`src/rtl/deq_pkg.sv`:
```
// Shared types and constants for the double-ended queue engine.
// Holds the request and response payloads, operation and status codes,
// controller state encoding and the controller/datapath interface structs.
package deq_pkg;

	localparam int DEQ_CAPACITY   = 16;
	localparam int DEQ_DATA_WIDTH = 32;

	typedef enum logic [2:0] {
		K_PUSH_FRONT = 3'd0,
		K_PUSH_BACK  = 3'd1,
		K_POP_FRONT  = 3'd2,
		K_POP_BACK   = 3'd3,
		K_PEEK_FRONT = 3'd4,
		K_PEEK_BACK  = 3'd5,
		K_SEARCH     = 3'd6,
		K_UPDATE     = 3'd7
	} kind_t;

	typedef enum logic [1:0] {
		ST_OK    = 2'd0,
		ST_EMPTY = 2'd1,
		ST_MISS  = 2'd2,
		ST_FULL  = 2'd3
	} status_t;

	typedef struct packed {
		kind_t              kind;
		logic signed [31:0] data_value;
		logic [3:0]         position;
	} req_t;

	typedef struct packed {
		status_t            status;
		logic signed [31:0] result_value;
		logic [3:0]         found_position;
		logic [4:0]         occupancy;
		logic               is_empty;
	} rsp_t;

	typedef enum logic [1:0] {
		S_IDLE,
		S_EXEC,
		S_RDWAIT,
		S_SCAN
	} state_t;

	// Commands from the controller to the datapath.
	typedef struct packed {
		logic capture;
		logic exec;
		logic scan_step;
		logic load_out;
	} ctrl_cmd_t;

	// Status from the datapath to the controller.
	typedef struct packed {
		logic is_popk;
		logic is_search;
		logic empty;
		logic hit;
		logic last;
		logic out_free;
	} dp_stat_t;

endpackage

```
`src/rtl/deq_ctrl.sv`:
```
// Controller state machine for the double-ended queue engine.
// Sequences capture, execute, read wait and search scan; depends on deq_pkg.
module deq_ctrl (
	input  logic                clk,
	input  logic                arst_n,
	input  logic                req_valid,
	output logic                req_ready,
	input  deq_pkg::dp_stat_t   stat,
	output deq_pkg::ctrl_cmd_t  cmd
);

	deq_pkg::state_t state_q, state_d;

	always_ff @(posedge clk or negedge arst_n) begin
		if (!arst_n) begin
			state_q <= deq_pkg::S_IDLE;
		end else begin
			state_q <= state_d;
		end
	end

	always_comb begin
		state_d   = state_q;
		cmd       = '0;
		req_ready = 1'b0;
		case (state_q)
			deq_pkg::S_IDLE: begin
				req_ready = 1'b1;
				if (req_valid) begin
					cmd.capture = 1'b1;
					state_d     = deq_pkg::S_EXEC;
				end
			end
			deq_pkg::S_EXEC: begin
				// Nothing proceeds until the output register can take a result.
				if (stat.out_free) begin
					cmd.exec = 1'b1;
					if (stat.is_popk && !stat.empty) begin
						state_d = deq_pkg::S_RDWAIT;
					end else if (stat.is_search && !stat.empty) begin
						state_d = deq_pkg::S_SCAN;
					end else begin
						cmd.load_out = 1'b1;
						state_d      = deq_pkg::S_IDLE;
					end
				end
			end
			deq_pkg::S_RDWAIT: begin
				if (stat.out_free) begin
					cmd.load_out = 1'b1;
					state_d      = deq_pkg::S_IDLE;
				end
			end
			deq_pkg::S_SCAN: begin
				if (stat.out_free) begin
					if (stat.hit || stat.last) begin
						cmd.load_out = 1'b1;
						state_d      = deq_pkg::S_IDLE;
					end else begin
						cmd.scan_step = 1'b1;
					end
				end
			end
			default: begin
				state_d = deq_pkg::S_IDLE;
			end
		endcase
	end

endmodule

```
`src/rtl/deq_dp.sv`:
```
// Datapath for the double-ended queue engine: request latch, circular
// element memory, head pointer, count, scan index and output register.
// Depends on deq_pkg; driven by commands from deq_ctrl.
module deq_dp #(
	parameter int CAPACITY   = deq_pkg::DEQ_CAPACITY,
	parameter int DATA_WIDTH = deq_pkg::DEQ_DATA_WIDTH
) (
	input  logic                clk,
	input  logic                arst_n,
	input  deq_pkg::req_t       req,
	output logic                rsp_valid,
	input  logic                rsp_ready,
	output deq_pkg::rsp_t       rsp,
	input  deq_pkg::ctrl_cmd_t  cmd,
	output deq_pkg::dp_stat_t   stat
);

	localparam int AW = $clog2(CAPACITY);
	localparam int CW = $clog2(CAPACITY + 1);

	// Slot of the element at an offset from the front; both inputs stay below
	// the capacity, so one conditional subtract wraps the sum.
	function automatic logic [AW-1:0] slot_of(input logic [AW-1:0] base,
		input logic [AW-1:0] off);
		logic [AW:0] sum;
		sum = {1'b0, base} + {1'b0, off};
		if (sum >= (AW+1)'(CAPACITY)) begin
			sum = sum - (AW+1)'(CAPACITY);
		end
		return sum[AW-1:0];
	endfunction

	logic [DATA_WIDTH-1:0] mem [CAPACITY];

	deq_pkg::kind_t         kind_q;
	logic signed [31:0]     data_q;
	logic [3:0]             pos_q;
	logic [AW-1:0]          head_q, head_d;
	logic [CW-1:0]          count_q, count_d;
	logic [AW-1:0]          idx_q, idx_d;
	logic signed [DATA_WIDTH-1:0] rdata_q;
	logic                   out_valid_q;
	deq_pkg::rsp_t          rsp_q, rsp_d;

	logic                   we, re;
	logic [AW-1:0]          waddr, raddr;
	logic [DATA_WIDTH-1:0]  stored_in;
	logic signed [63:0]     data_wide, rdata_wide;
	logic [AW-1:0]          head_dec;
	logic                   full, empty, pos_ok, hit, last;

	assign data_wide  = 64'(data_q);
	assign stored_in  = data_wide[DATA_WIDTH-1:0];
	assign rdata_wide = 64'(rdata_q);

	assign full     = (count_q == CW'(CAPACITY));
	assign empty    = (count_q == '0);
	assign pos_ok   = (int'(pos_q) < int'(count_q));
	assign head_dec = (head_q == '0) ? AW'(CAPACITY - 1) : head_q - AW'(1);
	assign hit      = (rdata_q == stored_in);
	assign last     = ((CW'(idx_q) + CW'(1)) == count_q);

	assign stat.is_popk   = (kind_q == deq_pkg::K_POP_FRONT) ||
		(kind_q == deq_pkg::K_POP_BACK) || (kind_q == deq_pkg::K_PEEK_FRONT) ||
		(kind_q == deq_pkg::K_PEEK_BACK);
	assign stat.is_search = (kind_q == deq_pkg::K_SEARCH);
	assign stat.empty     = empty;
	assign stat.hit       = hit;
	assign stat.last      = last;
	assign stat.out_free  = !out_valid_q || rsp_ready;

	always_comb begin
		we      = 1'b0;
		re      = 1'b0;
		waddr   = head_q;
		raddr   = head_q;
		head_d  = head_q;
		count_d = count_q;
		idx_d   = idx_q;
		if (cmd.exec) begin
			case (kind_q)
				deq_pkg::K_PUSH_FRONT: begin
					if (!full) begin
						we      = 1'b1;
						waddr   = head_dec;
						head_d  = head_dec;
						count_d = count_q + CW'(1);
					end
				end
				deq_pkg::K_PUSH_BACK: begin
					if (!full) begin
						we      = 1'b1;
						waddr   = slot_of(head_q, AW'(count_q));
						count_d = count_q + CW'(1);
					end
				end
				deq_pkg::K_POP_FRONT, deq_pkg::K_PEEK_FRONT: begin
					if (!empty) begin
						re    = 1'b1;
						raddr = head_q;
						if (kind_q == deq_pkg::K_POP_FRONT) begin
							head_d  = slot_of(head_q, AW'(1));
							count_d = count_q - CW'(1);
						end
					end
				end
				deq_pkg::K_POP_BACK, deq_pkg::K_PEEK_BACK: begin
					if (!empty) begin
						re    = 1'b1;
						raddr = slot_of(head_q, AW'(count_q - CW'(1)));
						if (kind_q == deq_pkg::K_POP_BACK) begin
							count_d = count_q - CW'(1);
						end
					end
				end
				deq_pkg::K_SEARCH: begin
					if (!empty) begin
						re    = 1'b1;
						raddr = head_q;
						idx_d = '0;
					end
				end
				deq_pkg::K_UPDATE: begin
					if (pos_ok) begin
						we    = 1'b1;
						waddr = slot_of(head_q, AW'(pos_q));
					end
				end
				default: begin
				end
			endcase
		end else if (cmd.scan_step) begin
			// Fetch the next element while the index moves on to it.
			re    = 1'b1;
			raddr = slot_of(head_q, idx_q + AW'(1));
			idx_d = idx_q + AW'(1);
		end
	end

	always_comb begin
		rsp_d                = '0;
		rsp_d.occupancy      = 5'(count_d);
		rsp_d.is_empty       = (count_d == '0);
		if (cmd.exec) begin
			// Result decided in the execute cycle, without a memory read.
			case (kind_q)
				deq_pkg::K_PUSH_FRONT, deq_pkg::K_PUSH_BACK: begin
					rsp_d.status = full ? deq_pkg::ST_FULL : deq_pkg::ST_OK;
				end
				deq_pkg::K_SEARCH: begin
					rsp_d.status = deq_pkg::ST_MISS;
				end
				deq_pkg::K_UPDATE: begin
					rsp_d.status = pos_ok ? deq_pkg::ST_OK : deq_pkg::ST_MISS;
				end
				default: begin
					rsp_d.status = deq_pkg::ST_EMPTY;
				end
			endcase
		end else if (kind_q == deq_pkg::K_SEARCH) begin
			if (hit) begin
				rsp_d.status         = deq_pkg::ST_OK;
				rsp_d.found_position = 4'(idx_q);
			end else begin
				rsp_d.status = deq_pkg::ST_MISS;
			end
		end else begin
			rsp_d.status       = deq_pkg::ST_OK;
			rsp_d.result_value = rdata_wide[31:0];
		end
	end

	always_ff @(posedge clk or negedge arst_n) begin
		if (!arst_n) begin
			head_q      <= '0;
			count_q     <= '0;
			out_valid_q <= 1'b0;
		end else begin
			head_q  <= head_d;
			count_q <= count_d;
			if (cmd.load_out) begin
				out_valid_q <= 1'b1;
			end else if (rsp_ready) begin
				out_valid_q <= 1'b0;
			end
		end
	end

	always_ff @(posedge clk) begin
		if (cmd.capture) begin
			kind_q <= req.kind;
			data_q <= req.data_value;
			pos_q  <= req.position;
		end
		if (cmd.load_out) begin
			rsp_q <= rsp_d;
		end
		idx_q <= idx_d;
	end

	always_ff @(posedge clk) begin
		if (we) begin
			mem[waddr] <= stored_in;
		end
	end

	always_ff @(posedge clk) begin
		if (re) begin
			rdata_q <= mem[raddr];
		end
	end

	assign rsp_valid = out_valid_q;
	assign rsp       = rsp_q;

endmodule

```
`src/rtl/double_ended_queue_engine_unit.sv`:
```
// Top level of the double-ended queue engine: controller plus datapath.
// Depends on deq_pkg, deq_ctrl and deq_dp.
//
//   channel | direction | handshake            | payload
//   --------+-----------+----------------------+------------------
//   req     | in        | req_valid/req_ready  | deq_pkg::req_t
//   rsp     | out       | rsp_valid/rsp_ready  | deq_pkg::rsp_t
//
// One item is in work at a time; req_ready is high only while the controller idles.
// Push, update and failed requests finish in the execute state; pop and peek pass
// through a read wait state, set by the registered read port of the element memory.
// Search steps through the stored elements from the front until a match or the last one,
// one stored element compared per cycle while the output register is free.
// Reset clears head, count and the output valid; memory contents are not cleared.
// A stalled result holds the controller before it finishes the next item.
module double_ended_queue_engine_unit #(
	parameter int CAPACITY   = deq_pkg::DEQ_CAPACITY,
	parameter int DATA_WIDTH = deq_pkg::DEQ_DATA_WIDTH
) (
	input  logic           clk,
	input  logic           arst_n,
	input  logic           req_valid,
	output logic           req_ready,
	input  deq_pkg::req_t  req,
	output logic           rsp_valid,
	input  logic           rsp_ready,
	output deq_pkg::rsp_t  rsp
);

	deq_pkg::ctrl_cmd_t cmd;
	deq_pkg::dp_stat_t  stat;

	deq_ctrl u_ctrl (
		.clk       (clk),
		.arst_n    (arst_n),
		.req_valid (req_valid),
		.req_ready (req_ready),
		.stat      (stat),
		.cmd       (cmd)
	);

	deq_dp #(
		.CAPACITY   (CAPACITY),
		.DATA_WIDTH (DATA_WIDTH)
	) u_dp (
		.clk       (clk),
		.arst_n    (arst_n),
		.req       (req),
		.rsp_valid (rsp_valid),
		.rsp_ready (rsp_ready),
		.rsp       (rsp),
		.cmd       (cmd),
		.stat      (stat)
	);

	// An accepted item keeps the controller busy for at least the next cycle.
	a_one_in_flight: assert property (@(posedge clk) disable iff (!arst_n)
		(req_valid && req_ready) |=> !req_ready)
		else $error("request accepted while another is in work");

	// A result is only loaded when the output register is free.
	a_load_when_free: assert property (@(posedge clk) disable iff (!arst_n)
		cmd.load_out |-> stat.out_free)
		else $error("result loaded over a pending result");

	a_full_occupancy: assert property (@(posedge clk) disable iff (!arst_n)
		(rsp_valid && rsp.status == deq_pkg::ST_FULL) |-> rsp.occupancy == 5'(CAPACITY))
		else $error("refused push reports occupancy below capacity");

	a_empty_flag: assert property (@(posedge clk) disable iff (!arst_n)
		(rsp_valid && rsp.status == deq_pkg::ST_EMPTY) |-> rsp.is_empty)
		else $error("empty status without empty flag");

endmodule

```
`config.mk`:
```
export PLATFORM = sky130hd
export DESIGN_NAME = double_ended_queue_engine_unit
export DESIGN_NICKNAME = d
export VERILOG_FILES = /design/src/rtl/deq_pkg.sv /design/src/rtl/deq_ctrl.sv /design/src/rtl/deq_dp.sv /design/src/rtl/double_ended_queue_engine_unit.sv
export SDC_FILE = /design/constraint.sdc
export NUM_CORES = 1
export LEC_CHECK = 0
export BUFFER_PORTS_ARGS = -buffer_cell sky130_fd_sc_hd__buf_2
export CORE_ASPECT_RATIO = 1.4
export CORE_MARGIN = 5
export CORE_UTILIZATION = 23
export CTS_CLUSTER_SIZE = 28
export DETAILED_ROUTE_END_ITERATION = 12
export GPL_TIMING_DRIVEN = 0
export MAX_ROUTING_LAYER = met4
export PLACE_DENSITY = 0.44
export RECOVER_POWER = 25
export SYNTH_ARGS = -nofsm -noshare
export SYNTH_HDL_FRONTEND = slang
export SYNTH_HIERARCHICAL = 1
export SYNTH_SLANG_ARGS = --single-unit
```
`constraint.sdc`:
```
create_clock -name clk -period 4.5 [get_ports clk]
set_input_delay 0.225 -clock clk [delete_from_list [all_inputs] [get_ports clk]]
set_output_delay 0.225 -clock clk [all_outputs]
set_load 0.005 [all_outputs]
```
==> results.cfg <==
[status]
status = completed

[clock_network]
cts.sink_count = 643
clk_latency_ns = 0.61
cts.htree.levels = 3
clock_path_buffers = 3
cts_root_buf = clkbuf_16
cts_tree = yes
numCtsBuffers = 66
clkSlewWorstSetupHoldPaths_ns = 0.06

[setup_path]
startpoint = u_dp/data_q[5]
max_stage_delay_ns = 0.47
required_ns = 4.95
worstSetupPathType = reg2reg
r2r_slack_ns = 0.08
reg2reg_to = u_dp/rdata_q[0]
ff2ff_path_depth = 19
cp-start-kind = flip-flop
timing.rr.start = u_dp/data_q[5]
endpoint = u_dp/rdata_q[0]
path_max_fanout = 13
cp_slowest_cell = clkbuf_1
worstPathArrival_ns = 4.87
endpoint_kind = flip-flop
crit_chain = clkbuf_1 -> xor2_1 -> nor4_4 -> nand4_1 -> nor2_1 -> buf_4 -> nor2_1 -> nand2_1 -> nor2_1 -> and2b_1 -> nand2_1 -> o211a_1 -> buf_2 -> buf_6 -> buf_2 -> nand2_1 -> a32oi_1 -> nand4_1 -> o21ai_1

[power]
power_density_nw_per_um2 = 370
p_total_mw = 11.9
peakVddDrop_v = 0.000220
p_leak_nw = 11.3

[route]
viasPerCell = 4.43
dr.pass1.iters = 5
wl_per_cell_um = 21.7
antenna_left = 0
drt-initial-drc-count = 1244
wl_mm = 79.2
vias = 16200
drc = 0

[timing]
finalWorstSetupSlack_ns = 0.0784
relSlewSlack_pct = 35.1
hold_viol_final = 0
finClkSkew_ns = 0.0336
fin_crit_ns = 4.42
slew_viol_final = 0
fin_crit_sh_pct = 98.3
finalSetupViolCount = 0
max_freq_mhz = 226
rsz0062_at_grt = yes
max_slew.worst_pin.slew_ns = 0.968

[global_routing]
grt_pass1_wl_mm = 113
antenna_found_initial = 2
grt_max_degree = 40
grt_pass1_vias = 16300
grt_most_used_layer = met2
track_usage_pct = 13.1
grtUsageMet1_pct = 15.3
overflow = 0
grt.met2_usage_pct = 23.3
grt_use_met3_pct = 1.82

[final_layout]
nets = 2188
syn_to_final_growth_pct = 23.2
diodes = 0
drive_above_1_share_pct = 17.8

[place]
hpwl_mm = 55.7
dp_slack_ns = -1.02
port_buffers = 88
gp_congestion = 0.820

[floorplan]
rows = 146
die_h_um = 408
start_util_pct = 23.1
die_x_um = 295
core-area_um2 = 113000
die_area_um2 = 120000
io_pins = 89

[yosys]
async_reset_ff_share_pct = 1.87
syn_nets = 1873
synth-edff-count = 631
avgSynthCellArea_um2 = 14.4
ys_types = 72
ys_ff_latch = 643
syn_inst = 1806
synth_area_um2 = 26100
synth-seq-area-share_pct = 73.8
synth_flop_cell = edfxtp_1
ys_warn_count = 6

[worst_hold_path]
hold_path.class = in2async

[run]
cap_violations = 0
registers in the layout, summed over array words and instances, names as in the netlist, 4 cells and up:
name and cells:
u_dp/mem 512, u_dp/rsp 44, u_dp/data_q 32, u_dp/rdata_q 32, u_dp/count_q 5, u_dp/head_q 4, u_dp/idx_q 4, u_dp/pos_q 4
synth_stat cells, types with 3 or more instances:
master / number / area (um2)
a21o_1: 4 / 30.0
xnor2_1: 12 / 105
a211oi_1: 5 / 37.5
a221oi_1: 3 / 26.3
inv_1: 17 / 63.8
nand2b_1: 7 / 43.8
o21ai_0: 9 / 45.0
a32oi_1: 65 / 569
nand3_1: 166 / 831
ha_1: 20 / 250
fa_1: 4 / 80.1
nor2_1: 27 / 101
buf_1: 3 / 11.3
edfxtp_1: 631 / 18900
a31oi_1: 6 / 37.5
o31ai_1: 4 / 30.0
mux2i_1: 66 / 661
nor2b_1: 4 / 25.0
buf_2: 52 / 260
nor3_1: 24 / 120
nand4_1: 34 / 213
nand2_1: 402 / 1510
nor4_1: 10 / 62.6
clkbuf_1: 11 / 41.3
buf_4: 17 / 128
xor2_1: 38 / 333
a21oi_1: 10 / 50.1
o21ai_1: 33 / 165
o21bai_1: 3 / 22.5
dfrtp_1: 12 / 300
o22ai_1: 5 / 31.3
buf_6: 12 / 135
and2_1: 38 / 238
nor2_8: 3 / 60.1
a22oi_1: 4 / 30.0
critical path: cells and delay by family (launching register included):
kind | cells | cell delay (ns)
DFF | 1 | 0.32
buffers and inverters | 5 | 1.40
and+or+nand+nor | 10 | 1.69
AOI/OAI and AO/OA | 3 | 0.60
xor gates and xnor gates | 1 | 0.24
logic make-up after synthesis:
kind of cell | Yosys count | share of synthesized area [%]
DFF | 643 | 73.8
xor gates and xnor gates | 52 | 1.80
adders and majority gates | 24 | 1.27
and+or+nand+nor | 733 | 13.0
AOI/OAI and AO/OA | 173 | 5.09
muxes | 66 | 2.53
buffers and inverters | 115 | 2.53
layer usage:
layer / wire length [um] / vias up
li1: - / 7397
met5: 0 / -
met2: 41500 / 436
met4: 2240 / 0
met1: 32000 / 8232
met3: 3470 / 107
worst min path at each step:
stage                                    to  depth (start not counted)
after floorplan           u_ctrl/state_q[0]                          0
after global placement       u_dp/head_q[0]                          1
after detailed placement     u_dp/head_q[1]                          1
after CTS                    u_dp/head_q[1]                          2
after global routing         u_dp/head_q[2]                          2
final                        u_dp/head_q[3]                          2
metrics by stage:
step	TNS, ns	area [um2]	utilization (%)	hold WS, ns	instances
finish	0	32100	28.5	0.228	3649
global route	-3.42	32100	28.5	0.279	3649
CTS	0	31900	28.3	0.0472	3613
detailed placement	-69.48	29200	25.9	0.140	3437
global placement	-1988.73	28400	25.1	0.140	3374
floorplan	-183.52	26100	-	-0.0706	1806
repair_timing:
item	4_1_cts	5_1_grt
endpoints found under the setup margin	234	136
gates cloned	0	0
resized for setup	14	8
pin swaps	3	1
hold endpoints to repair	53	0
hold buffers	42	0
setup buffers	18	36
layout by cell type (no fill, tap or decap), types with 12 or more instances in the layout:
cell and count:
buf_4 34, a32oi_1 64, clkbuf_1 67, clkinv_1 17, nor3_2 14, buf_2 116
and2_1 37, xnor2_1 12, xor2_1 35, nand3_1 166, inv_1 17, dlygate4sd3_1 42
clkbuf_4 14, clkbuf_16 67, nor2_1 27, o21ai_1 32, mux2i_1 66, nand4_1 34
nand2_1 402, buf_6 63, ha_1 20, edfxtp_1 631
cell type report:
class                           instances  area [um2]
Buffer                                 97         603
Clock buffer                           76        1710
Clock inverter                         40         357
Fill cell                           11500       80700
Inverter                               18        72.6
Multi-Input combinational cell       1048        6380
Sequential cell                       643       19200
Tap cell                             1480        1850
Timing Repair Buffer                  247        1920
report_power, final:
part | total (mW) | switching [mW] | internal [mW]
clock network | 5.37 | 2.29 | 3.07
logic | 0.0502 | 0.0156 | 0.0346
registers | 6.48 | 0 | 6.48
Power figures use the tool's default switching activity.
